===== config.mk =====
export PLATFORM = sky130hd
export DESIGN_NAME = multi_shot_timer_table
export DESIGN_NICKNAME = d
export VERILOG_FILES = /design/src/hw/rtl/mstt_pkg.sv /design/src/hw/rtl/mstt_time_unit.sv /design/src/hw/rtl/multi_shot_timer_table.sv
export SDC_FILE = /design/constraint.sdc
export NUM_CORES = 2
export LEC_CHECK = 0
export BUFFER_PORTS_ARGS = -buffer_cell sky130_fd_sc_hd__buf_4
export CAP_MARGIN = 20
export CORE_MARGIN = 2
export CORE_UTILIZATION = 34
export DETAILED_ROUTE_END_ITERATION = 16
export GPL_TIMING_DRIVEN = 0
export PLACE_DENSITY_LB_ADDON = 0.12
export SLEW_MARGIN = 20
export SYNTH_ARGS = -nofsm -noshare
export SYNTH_HDL_FRONTEND = slang
export SYNTH_HIERARCHICAL = 1
export SYNTH_SLANG_ARGS = --single-unit

===== constraint.sdc =====
create_clock -name clk -period 16.4 [get_ports clk]
set_clock_uncertainty 0.05 [all_clocks]
set_input_delay 3.28 -clock clk [delete_from_list [all_inputs] [get_ports clk]]
set_output_delay 3.28 -clock clk [all_outputs]
set_load 0.005 [all_outputs]

===== src/hw/rtl/mstt_pkg.sv =====
// Package for the multi-shot timer table: sizes, codes and time constants.
// No dependencies; used by every module of the block.
package mstt_pkg;
    localparam int SLOTS = 16;
    localparam int IDX_W = (SLOTS > 1) ? $clog2(SLOTS) : 1;
    localparam int CNT_W = $clog2(SLOTS + 1);

    localparam logic [30:0] NS_PER_SEC    = 31'd1000000000;
    localparam logic [30:0] NS_TWO_SEC    = 31'd2000000000;
    localparam logic [39:0] SECS_MAX      = 40'hFF_FFFF_FFFF;
    localparam logic [29:0] NS_MAX        = 30'd999999999;
    localparam logic [15:0] SHOTS_FOREVER = 16'hFFFF;
    localparam logic [29:0] LOOKAHEAD_RST = 30'd100000;

    localparam logic [1:0] MODE_TICK    = 2'd0;
    localparam logic [1:0] MODE_SET     = 2'd1;
    localparam logic [1:0] MODE_UNSET   = 2'd2;
    localparam logic [1:0] MODE_IGNORED = 2'd3;

    localparam logic [1:0] KIND_SET   = 2'd0;
    localparam logic [1:0] KIND_UNSET = 2'd1;
    localparam logic [1:0] KIND_FIRED = 2'd2;
    localparam logic [1:0] KIND_SUM   = 2'd3;

    localparam logic [1:0] ST_OK      = 2'd0;
    localparam logic [1:0] ST_NO_FREE = 2'd1;
    localparam logic [1:0] ST_ZERO    = 2'd2;

    typedef struct packed {
        logic [39:0] secs;
        logic [29:0] nsecs;
    } tstamp_t;
endpackage


===== src/hw/rtl/mstt_time_unit.sv =====
// Shared time unit: normalized, saturating add and a less-or-equal compare.
// Depends on mstt_pkg.
module mstt_time_unit (
    input  mstt_pkg::tstamp_t add_a,
    input  mstt_pkg::tstamp_t add_b,
    output mstt_pkg::tstamp_t sum,
    input  mstt_pkg::tstamp_t cmp_a,
    input  mstt_pkg::tstamp_t cmp_b,
    output logic              le
);
    import mstt_pkg::*;

    logic [30:0] ns_raw;
    logic [30:0] ns_norm;
    logic [1:0]  carry;
    logic [41:0] s_raw;

    // Add nanoseconds, then fold the carry of up to two seconds
    always_comb
    begin
        ns_raw = {1'b0, add_a.nsecs} + {1'b0, add_b.nsecs};
        if (ns_raw >= NS_TWO_SEC)
        begin
            ns_norm = ns_raw - NS_TWO_SEC;
            carry   = 2'd2;
        end
        else if (ns_raw >= NS_PER_SEC)
        begin
            ns_norm = ns_raw - NS_PER_SEC;
            carry   = 2'd1;
        end
        else
        begin
            ns_norm = ns_raw;
            carry   = 2'd0;
        end
        s_raw = {2'b00, add_a.secs} + {2'b00, add_b.secs} + {40'd0, carry};
        if (s_raw > {2'b00, SECS_MAX})
        begin
            sum.secs  = SECS_MAX;
            sum.nsecs = NS_MAX;
        end
        else
        begin
            sum.secs  = s_raw[39:0];
            sum.nsecs = ns_norm[29:0];
        end
    end

    // Compare two timestamps
    assign le = (cmp_a.secs < cmp_b.secs) ||
                ((cmp_a.secs == cmp_b.secs) && (cmp_a.nsecs <= cmp_b.nsecs));
endmodule


===== src/hw/rtl/multi_shot_timer_table.sv =====
// Top level of the multi-shot timer table: slot store, sequencer, output register.
// Depends on mstt_pkg and mstt_time_unit.
//
// channel  direction  handshake              payload
// in       input      in_valid / in_ready    mode event_id shots interval_* now_*
// out      output     out_valid / out_ready  kind fired_event status slot_index ...
// cfg      input      cfg_we                 cfg_data (look-ahead, ns)
//
// A set scans every slot, then writes; an unset scans and frees; a refused set goes
// straight to the result. One slot is visited per cycle in a scan.
// A tick adds the look-ahead to now, then makes a count pass and a fire pass of the
// shared time unit: a fired slot is emitted, a pending or reloaded one is min-tracked.
// Reset frees every slot at once; the block is ready as soon as reset is released.
// A stalled output holds the sequencer only when it has the next result ready.
module multi_shot_timer_table (
    input  logic        clk,
    input  logic        rst_n,
    input  logic        cfg_we,
    input  logic [29:0] cfg_data,
    input  logic        in_valid,
    output logic        in_ready,
    input  logic [1:0]  mode,
    input  logic [15:0] event_id,
    input  logic signed [15:0] shots,
    input  logic [31:0] interval_secs,
    input  logic [29:0] interval_nsecs,
    input  logic [39:0] now_secs,
    input  logic [29:0] now_nsecs,
    output logic        out_valid,
    input  logic        out_ready,
    output logic [1:0]  kind,
    output logic [15:0] fired_event,
    output logic [1:0]  status,
    output logic [3:0]  slot_index,
    output logic [4:0]  removed_count,
    output logic [4:0]  active_count,
    output logic        soonest_valid,
    output logic [39:0] soonest_secs,
    output logic [29:0] soonest_nsecs,
    output logic        last
);
    import mstt_pkg::*;

    localparam logic [3:0] S_IDLE    = 4'd0;
    localparam logic [3:0] S_TLA     = 4'd1;
    localparam logic [3:0] S_TCNT    = 4'd2;
    localparam logic [3:0] S_TDUE    = 4'd3;
    localparam logic [3:0] S_TMIN    = 4'd4;
    localparam logic [3:0] S_TADV    = 4'd5;
    localparam logic [3:0] S_SSCAN   = 4'd6;
    localparam logic [3:0] S_SWRITE  = 4'd7;
    localparam logic [3:0] S_USCAN   = 4'd8;
    localparam logic [3:0] S_EMIT    = 4'd9;

    localparam logic [IDX_W-1:0] IDX_LAST = IDX_W'(SLOTS - 1);

    // slot store
    logic [15:0] shots_reg  [SLOTS];
    logic [15:0] event_reg  [SLOTS];
    tstamp_t     next_reg   [SLOTS];
    tstamp_t     period_reg [SLOTS];

    logic [3:0]       state_reg;
    logic [3:0]       ret_reg;
    logic [IDX_W-1:0] idx_reg;
    logic [CNT_W-1:0] active_reg;
    logic [CNT_W-1:0] final_reg;
    logic [CNT_W-1:0] cnt_reg;
    logic [29:0]      lookahead_reg;

    logic [15:0] ev_reg;
    logic [15:0] in_shots_reg;
    tstamp_t     delay_reg;
    tstamp_t     now_reg;
    tstamp_t     ts_reg;
    tstamp_t     ss_reg;
    logic        sv_reg;
    logic        match_ok_reg;
    logic        free_ok_reg;
    logic [IDX_W-1:0] match_reg;
    logic [IDX_W-1:0] free_reg;

    // pending result
    logic [1:0]  res_kind_reg;
    logic [15:0] res_ev_reg;
    logic [1:0]  res_status_reg;
    logic [3:0]  res_slot_reg;
    logic [4:0]  res_removed_reg;
    logic [4:0]  res_active_reg;
    logic        res_sv_reg;
    tstamp_t     res_ss_reg;
    logic        res_last_reg;

    // output register
    logic        out_valid_reg;
    logic [1:0]  o_kind_reg;
    logic [15:0] o_ev_reg;
    logic [1:0]  o_status_reg;
    logic [3:0]  o_slot_reg;
    logic [4:0]  o_removed_reg;
    logic [4:0]  o_active_reg;
    logic        o_sv_reg;
    tstamp_t     o_ss_reg;
    logic        o_last_reg;

    tstamp_t     add_a, add_b, sum, cmp_a, cmp_b;
    logic        le;
    logic        cur_act;
    logic [15:0] shots_dec;
    logic        out_free;
    logic [IDX_W-1:0] set_slot;
    logic        set_ok;
    logic [SLOTS-1:0] act_mask;

    mstt_time_unit u_time (
        .add_a (add_a),
        .add_b (add_b),
        .sum   (sum),
        .cmp_a (cmp_a),
        .cmp_b (cmp_b),
        .le    (le)
    );

    // Route operands of the shared unit by state
    always_comb
    begin
        add_a = next_reg[idx_reg];
        add_b = period_reg[idx_reg];
        cmp_a = next_reg[idx_reg];
        cmp_b = ts_reg;
        case (state_reg)
            S_TLA:
            begin
                add_a = now_reg;
                add_b = '{secs: 40'd0, nsecs: lookahead_reg};
            end
            S_SWRITE:
            begin
                add_a = now_reg;
                add_b = delay_reg;
            end
            S_TMIN:
            begin
                cmp_a = ss_reg;
                cmp_b = next_reg[idx_reg];
            end
            default:
            begin
            end
        endcase
    end

    assign cur_act   = (shots_reg[idx_reg] != 16'd0);
    assign shots_dec = (shots_reg[idx_reg] == SHOTS_FOREVER) ? SHOTS_FOREVER
                                                             : shots_reg[idx_reg] - 16'd1;
    assign out_free  = !out_valid_reg || out_ready;
    assign set_ok    = match_ok_reg || free_ok_reg;
    assign set_slot  = match_ok_reg ? match_reg : free_reg;
    assign in_ready  = (state_reg == S_IDLE);

    always_comb
    begin
        for (int i = 0; i < SLOTS; i++)
        begin
            act_mask[i] = (shots_reg[i] != 16'd0);
        end
    end

    // Write slot payload (no reset: read only for active slots)
    always_ff @(posedge clk)
    begin
        if (state_reg == S_SWRITE && set_ok)
        begin
            event_reg[set_slot]  <= ev_reg;
            period_reg[set_slot] <= delay_reg;
            next_reg[set_slot]   <= sum;
        end
        else if (state_reg == S_TDUE && cur_act && le && shots_dec != 16'd0)
        begin
            next_reg[idx_reg] <= sum;
        end
    end

    // Sequencer, shot counts and output register
    always_ff @(posedge clk or negedge rst_n)
    begin
        if (!rst_n)
        begin
            for (int i = 0; i < SLOTS; i++)
            begin
                shots_reg[i] <= 16'd0;
            end
            state_reg     <= S_IDLE;
            ret_reg       <= S_IDLE;
            idx_reg       <= '0;
            active_reg    <= '0;
            final_reg     <= '0;
            cnt_reg       <= '0;
            lookahead_reg <= LOOKAHEAD_RST;
            out_valid_reg <= 1'b0;
        end
        else
        begin
            if (cfg_we)
            begin
                lookahead_reg <= cfg_data;
            end
            // drop a taken result unless the next one replaces it
            if (out_valid_reg && out_ready && state_reg != S_EMIT)
            begin
                out_valid_reg <= 1'b0;
            end
            case (state_reg)
                S_IDLE:
                begin
                    if (in_valid)
                    begin
                        ev_reg       <= event_id;
                        in_shots_reg <= shots;
                        delay_reg    <= '{secs: {8'd0, interval_secs}, nsecs: interval_nsecs};
                        now_reg      <= '{secs: now_secs, nsecs: now_nsecs};
                        idx_reg      <= '0;
                        cnt_reg      <= '0;
                        match_ok_reg <= 1'b0;
                        free_ok_reg  <= 1'b0;
                        sv_reg       <= 1'b0;
                        res_ev_reg      <= event_id;
                        res_status_reg  <= ST_OK;
                        res_slot_reg    <= 4'd0;
                        res_removed_reg <= 5'd0;
                        res_sv_reg      <= 1'b0;
                        res_ss_reg      <= '0;
                        res_last_reg    <= 1'b0;
                        case (mode)
                            MODE_TICK:  state_reg <= S_TLA;
                            MODE_SET:
                            begin
                                if (shots == 16'sd0)
                                begin
                                    res_kind_reg   <= KIND_SET;
                                    res_status_reg <= ST_ZERO;
                                    res_active_reg <= 5'(active_reg);
                                    res_last_reg   <= 1'b1;
                                    ret_reg        <= S_IDLE;
                                    state_reg      <= S_EMIT;
                                end
                                else
                                begin
                                    state_reg <= S_SSCAN;
                                end
                            end
                            MODE_UNSET: state_reg <= S_USCAN;
                            default:    state_reg <= S_IDLE;
                        endcase
                    end
                end
                S_TLA:
                begin
                    ts_reg    <= sum;
                    state_reg <= S_TCNT;
                end
                // count slots that run out on this tick
                S_TCNT:
                begin
                    if (cur_act && le && shots_reg[idx_reg] == 16'd1)
                    begin
                        cnt_reg <= cnt_reg + CNT_W'(1);
                    end
                    if (idx_reg == IDX_LAST)
                    begin
                        final_reg <= (cnt_reg + CNT_W'(cur_act && le
                                     && shots_reg[idx_reg] == 16'd1) > active_reg)
                                     ? '0
                                     : active_reg - cnt_reg - CNT_W'(cur_act && le
                                       && shots_reg[idx_reg] == 16'd1);
                        idx_reg   <= '0;
                        state_reg <= S_TDUE;
                    end
                    else
                    begin
                        idx_reg <= idx_reg + IDX_W'(1);
                    end
                end
                // fire a due slot and reload it unless it has run out
                S_TDUE:
                begin
                    if (!cur_act)
                    begin
                        state_reg <= S_TADV;
                    end
                    else if (le)
                    begin
                        shots_reg[idx_reg] <= shots_dec;
                        res_kind_reg   <= KIND_FIRED;
                        res_ev_reg     <= event_reg[idx_reg];
                        res_slot_reg   <= 4'(idx_reg);
                        res_active_reg <= 5'(final_reg);
                        res_last_reg   <= 1'b0;
                        ret_reg        <= (shots_dec == 16'd0) ? S_TADV : S_TMIN;
                        state_reg      <= S_EMIT;
                    end
                    else
                    begin
                        state_reg <= S_TMIN;
                    end
                end
                // track the soonest pending deadline
                S_TMIN:
                begin
                    if (!sv_reg || !le)
                    begin
                        ss_reg <= next_reg[idx_reg];
                        sv_reg <= 1'b1;
                    end
                    state_reg <= S_TADV;
                end
                S_TADV:
                begin
                    if (idx_reg == IDX_LAST)
                    begin
                        active_reg      <= final_reg;
                        res_kind_reg    <= KIND_SUM;
                        res_ev_reg      <= 16'd0;
                        res_slot_reg    <= 4'd0;
                        res_active_reg  <= 5'(final_reg);
                        res_sv_reg      <= sv_reg;
                        res_ss_reg      <= sv_reg ? ss_reg : '0;
                        res_last_reg    <= 1'b1;
                        ret_reg         <= S_IDLE;
                        state_reg       <= S_EMIT;
                    end
                    else
                    begin
                        idx_reg   <= idx_reg + IDX_W'(1);
                        state_reg <= S_TDUE;
                    end
                end
                // look for a matching active slot and the lowest free one
                S_SSCAN:
                begin
                    if (cur_act && event_reg[idx_reg] == ev_reg && !match_ok_reg)
                    begin
                        match_ok_reg <= 1'b1;
                        match_reg    <= idx_reg;
                    end
                    if (!cur_act && !free_ok_reg)
                    begin
                        free_ok_reg <= 1'b1;
                        free_reg    <= idx_reg;
                    end
                    if (idx_reg == IDX_LAST)
                    begin
                        state_reg <= S_SWRITE;
                    end
                    else
                    begin
                        idx_reg <= idx_reg + IDX_W'(1);
                    end
                end
                S_SWRITE:
                begin
                    res_kind_reg <= KIND_SET;
                    res_last_reg <= 1'b1;
                    ret_reg      <= S_IDLE;
                    state_reg    <= S_EMIT;
                    if (set_ok)
                    begin
                        shots_reg[set_slot] <= in_shots_reg;
                        res_slot_reg        <= 4'(set_slot);
                        if (!match_ok_reg)
                        begin
                            active_reg     <= active_reg + CNT_W'(1);
                            res_active_reg <= 5'(active_reg + CNT_W'(1));
                        end
                        else
                        begin
                            res_active_reg <= 5'(active_reg);
                        end
                    end
                    else
                    begin
                        res_status_reg <= ST_NO_FREE;
                        res_active_reg <= 5'(active_reg);
                    end
                end
                // free every active slot with this id
                S_USCAN:
                begin
                    if (cur_act && event_reg[idx_reg] == ev_reg)
                    begin
                        shots_reg[idx_reg] <= 16'd0;
                    end
                    if (idx_reg == IDX_LAST)
                    begin
                        res_kind_reg    <= KIND_UNSET;
                        res_last_reg    <= 1'b1;
                        ret_reg         <= S_IDLE;
                        state_reg       <= S_EMIT;
                        res_removed_reg <= 5'(cnt_reg + CNT_W'(cur_act
                                           && event_reg[idx_reg] == ev_reg));
                        if (cnt_reg + CNT_W'(cur_act && event_reg[idx_reg] == ev_reg)
                            > active_reg)
                        begin
                            active_reg     <= '0;
                            res_active_reg <= 5'd0;
                        end
                        else
                        begin
                            active_reg     <= active_reg - cnt_reg
                                              - CNT_W'(cur_act && event_reg[idx_reg] == ev_reg);
                            res_active_reg <= 5'(active_reg - cnt_reg
                                              - CNT_W'(cur_act && event_reg[idx_reg] == ev_reg));
                        end
                    end
                    else
                    begin
                        if (cur_act && event_reg[idx_reg] == ev_reg)
                        begin
                            cnt_reg <= cnt_reg + CNT_W'(1);
                        end
                        idx_reg <= idx_reg + IDX_W'(1);
                    end
                end
                // hand the pending result to the output register
                S_EMIT:
                begin
                    if (out_free)
                    begin
                        out_valid_reg <= 1'b1;
                        o_kind_reg    <= res_kind_reg;
                        o_ev_reg      <= res_ev_reg;
                        o_status_reg  <= res_status_reg;
                        o_slot_reg    <= res_slot_reg;
                        o_removed_reg <= res_removed_reg;
                        o_active_reg  <= res_active_reg;
                        o_sv_reg      <= res_sv_reg;
                        o_ss_reg      <= res_ss_reg;
                        o_last_reg    <= res_last_reg;
                        state_reg     <= ret_reg;
                    end
                end
                default: state_reg <= S_IDLE;
            endcase
        end
    end

    assign out_valid     = out_valid_reg;
    assign kind          = o_kind_reg;
    assign fired_event   = o_ev_reg;
    assign status        = o_status_reg;
    assign slot_index    = o_slot_reg;
    assign removed_count = o_removed_reg;
    assign active_count  = o_active_reg;
    assign soonest_valid = o_sv_reg;
    assign soonest_secs  = o_ss_reg.secs;
    assign soonest_nsecs = o_ss_reg.nsecs;
    assign last          = o_last_reg;

    // Active total never exceeds the slot count
    a_active_range: assert property (@(posedge clk) disable iff (!rst_n)
        active_reg <= CNT_W'(SLOTS))
        else $error("active total above slot count");

    // Between items the active total matches the active slots
    a_active_count: assert property (@(posedge clk) disable iff (!rst_n)
        (state_reg == S_IDLE) |-> ($countones(act_mask) == int'(active_reg)))
        else $error("active total out of step with slots");

    // An unknown mode item yields no work
    a_mode_ignored: assert property (@(posedge clk) disable iff (!rst_n)
        (in_valid && in_ready && mode == MODE_IGNORED) |=> (state_reg == S_IDLE))
        else $error("unknown mode item started work");
endmodule

==> summary.txt <==
Global route
  – Global-route wire length before repair: 646,000 um
  – Total congestion overflow: 0
  – Gr usage total: 0.227
  – Largest net degree at the start of global routing: 83
  – Initial antenna violation count: 28
  – Number of global-route vias before repair: 79,725

Synth
  – Synthesized instance count: 7,420
  – Main flop type after synthesis: edfxtp_1
  – Async set-reset flop share out of synthesis: 0.0973
  – Post-synthesis adder-cell area fraction: 0.0205
  – Synthesized cell area: 136,000 sq um
  – Sequential fraction of the synthesis area: 0.698
  – Largest family of logic cells by synthesized area: multiplexers
  – #FFs+latches synth: 3,207
  – Synth area leaders: edfxtp_1, mux4_2, dfrtp_1
  – Post-Synth XOR/XNOR Area: 0.00733
  – Mux cell area share after synthesis: 0.158
  – Leading area contributor after synthesis: edfxtp_1
  – Simple-gate share of the synthesized area: 0.0354
  – Compound-Gate Fraction of Synth Area: 0.0637
  – EDFF count, synth: 2,895
  – Post-synth cell types: 120
  – Yosys warning count: 6
  – Top cell type's share of synthesized area: 0.640
  – Synthesized area per cell: 18.3 sq um

Critical path
  – Reg2reg setup slack: 0.49 ns
  – Slowest Stage Delay on Critical Path: 0.72 ns
  – Arrival time at the worst endpoint: 16.48 ns
  – Worst reg2reg path depth: 41
  – WP depth: 41
  – Worst setup SP type: flip-flop
  – Critical path's slowest cell: nor2_2
  – Reg-to-reg critical path startpoint: idx_reg[1]
  – Worst Setup EP: next_reg[1][12]
  – Worst EP required: 16.97 ns
  – Crit end category: flip-flop
  – R2R Path End: next_reg[1][12]
  – Crit Path Max Fanout: 17
  – Crit path kind: reg -> reg
  – Crit path buf inv count: 12
  – Cell mode on critical path: buf_2
  – Crit path launch: idx_reg[1]
  – CP delay by family, top: compound AO/OA/AOI/OAI gates

Power and ir drop
  – Power per cell area: 214 nW/um^2
  – P_leak: 55.2 nW
  – Net Sw Power: 13.4 mW
  – Worst vdd ir: 0.263 mV
  – Clock power share: 0.238
  – Part of the power in registers: 0.362
  – P_int: 21.3 mW
  – Combinational fraction of design power: 0.400
  – Sw Ratio: 0.385

STA
  – Slew Viols, Final: 0
  – Fmax: 62.8 MHz
  – Final min period: 15.91 ns
  – PnR worst setup slack: 0.488 ns
  – RSZ-0062 raised after global routing: true
  – Min Hold Slack: 0.330 ns
  – Final setup viols: 0
  – Max_slew headroom: 0.203
  – Fin crit share: 0.970
  – Final hold vios: 0
  – Worst-margin pin slew: 1.20 ns

Drt
  – Routed WL per cell: 33.5 um
  – Vias/cell: 5.63
  – DR pass1 iterations: 6
  – Iteration-0 DRC Markers: 8,968
  – Post-route ant nets: 0
  – Final WL: 469,000 um
  – Via count: 78,687
  – Post-route DRC: 0

Clocking
  – Clk buf depth: 4
  – Total CTS buffers: 364
  – # clock sinks: 3,207
  – CTS resizes: 12
  – CTS H-tree depth: 5
  – Root buf cell: clkbuf_16
  – Reg clk slew, reported paths: 0.06 ns
  – Post-CTS setup buffer count: 0
  – # hold bufs at CTS: 0
  – CTS tree: done
  – Clk_lat worst skew: 0.99 ns

Final layout
  – Final Non-Filler Cells: 13,988
  – Max reg flops: 1,120
  – Layout cells sized above 1: 0.292
  – Fin area: 162,000 sq um
  – Fin nets: 8,841
  – Area Overhead vs Synth: 19.5%

Placement
  – Placed cell area: 150,000 sq um
  – DP Worst Slack: -0.671 ns
  – Routability cong.: 0.933
  – Dpl hpwl: 331,000 um
  – Port bufs: 307
  – Placed Instances: 13,322

Die
  – Rows: 232
  – I/O Pins: 309
  – Starting Density: 0.341
  – Core area: 399,000 sq um
  – DIE WIDTH: 636 um
  – DIE AREA: 405,000 sq um
  – Die height: 636 um

Hold path
  – Hold Crit Class: reg -> reg
  – Hold path cells: 0

Run status
  – Run status: completed

Flow run
  – Number of max-cap violations: 0
[metrics by stage]
| stage | TNS (ns) | util | power [mW] |
|---|---|---|---|
| floorplan | 0 | - | 20.9 |
| global placement | - | 0.363 | 25.8 |
| detailed placement | -171.28 | 0.377 | 26.3 |
| CTS | 0 | 0.407 | 34.6 |
| global route | -0.990 | 0.407 | 36.2 |
| finish | 0 | 0.407 | 34.7 |
[worst min path at each step]
| stage | from | to | slack, ns |
|---|---|---|---|
| finish | res_ss_reg[23] | soonest_nsecs[23] | 0.33 |
| CTS | res_ss_reg[23] | soonest_nsecs[23] | 0.34 |
| global route | res_ss_reg[23] | soonest_nsecs[23] | 0.36 |
| detailed placement | res_ss_reg[43] | soonest_secs[13] | 0.35 |
| floorplan | res_active_reg[0] | active_count[0] | 0.35 |
| global placement | res_ss_reg[33] | soonest_secs[3] | 0.35 |
[Yosys cell counts (42+ instances only)]
master	instances
a21o_1	59
a21oi_1	114
a22o_1	290
a22oi_1	85
and3_1	93
buf_1	75
buf_2	64
clkbuf_1	256
dfrtp_1	306
edfxtp_1	2895
ha_1	214
inv_1	139
mux2_2	241
mux2i_1	82
mux4_2	783
nand2_1	424
nand3_1	63
nor2_1	173
nor3_1	42
o21ai_0	183
o22ai_1	174
xnor2_1	72
[power by group through the flow]
stage	logic [mW]	registers [mW]	clock network [mW]
5_1_grt	14.9	12.6	8.73
4_1_cts	13.6	12.6	8.43
6_report	13.9	12.6	8.26
3_3_place_gp	13.0	12.8	0
2_1_floorplan	8.26	12.6	0
3_5_place_dp	13.6	12.8	0
[final cells by class]
| cell class | count | area [sq um] |
|---|---|---|
| multi-input cells | 3648 | 39200 |
| clock buffers | 444 | 9600 |
| plain buffers | 429 | 2040 |
| inverters | 141 | 559 |
| repair buffers | 630 | 7200 |
| fillers | 35844 | 236000 |
| diodes | 8 | 20.0 |
| well taps | 5265 | 6590 |
| flip-flops and latches | 3207 | 94700 |
| clock inverters | 216 | 2410 |
[worst reg2reg max path: cells and delay by family (launching register included)]
| family | cells | cell delay (ns) |
|---|---|---|
| AOI/OAI and AO/OA | 16 | 5.57 |
| buffers and inverters | 12 | 5.46 |
| and+or+nand+nor | 7 | 1.94 |
| adders and majority gates | 4 | 1.32 |
| muxes | 2 | 0.91 |
| DFF | 1 | 0.42 |
[per-layer routing]
metal / track usage / share of wire / wire length (um) / up-vias
li1: - / - / - / 32535
met1: 0.316 / 0.43 / 203000 / 42481
met2: 0.368 / 0.47 / 222000 / 3068
met3: 0.0381 / 0.065 / 30300 / 598
met4: 0.0593 / 0.028 / 13200 / 5
met5: 0.00473 / 0.00061 / 286 / -
[logic make-up (layout without fill, tap and decap cells)]
logic type      count (synthesis)  count (layout)
other cells                     1              16
buf+inv                       572            1860
xor+xnor                      112             112
flops                        3207            3207
simple gates                 1002            1002
fa+ha+maj                     219             219
mux                          1120            1120
compound gates               1187            1187
[layout by cell type (no fill, tap or decap), types with 43 or more instances in the layout]
cell type / Yosys / final
a21o_1: 59 / 59
a21oi_1: 114 / 114
a22o_1: 290 / 290
a22oi_1: 85 / 85
and3_1: 93 / 89
buf_12: 0 / 43
buf_16: 0 / 101
buf_2: 64 / 215
buf_4: 12 / 367
buf_6: 20 / 45
clkbuf_1: 256 / 273
clkbuf_16: 0 / 369
clkbuf_2: 3 / 51
clkinv_1: 0 / 76
clkinv_2: 0 / 54
dfrtp_1: 306 / 306
edfxtp_1: 2895 / 2895
ha_1: 214 / 214
inv_1: 139 / 135
mux2_2: 241 / 241
mux2i_1: 82 / 81
mux4_2: 783 / 783
nand2_1: 424 / 414
nand3_1: 63 / 62
nor2_1: 173 / 151
o21ai_0: 183 / 178
o22ai_1: 174 / 168
xnor2_1: 72 / 71
(Power assumes the default switching activity.)
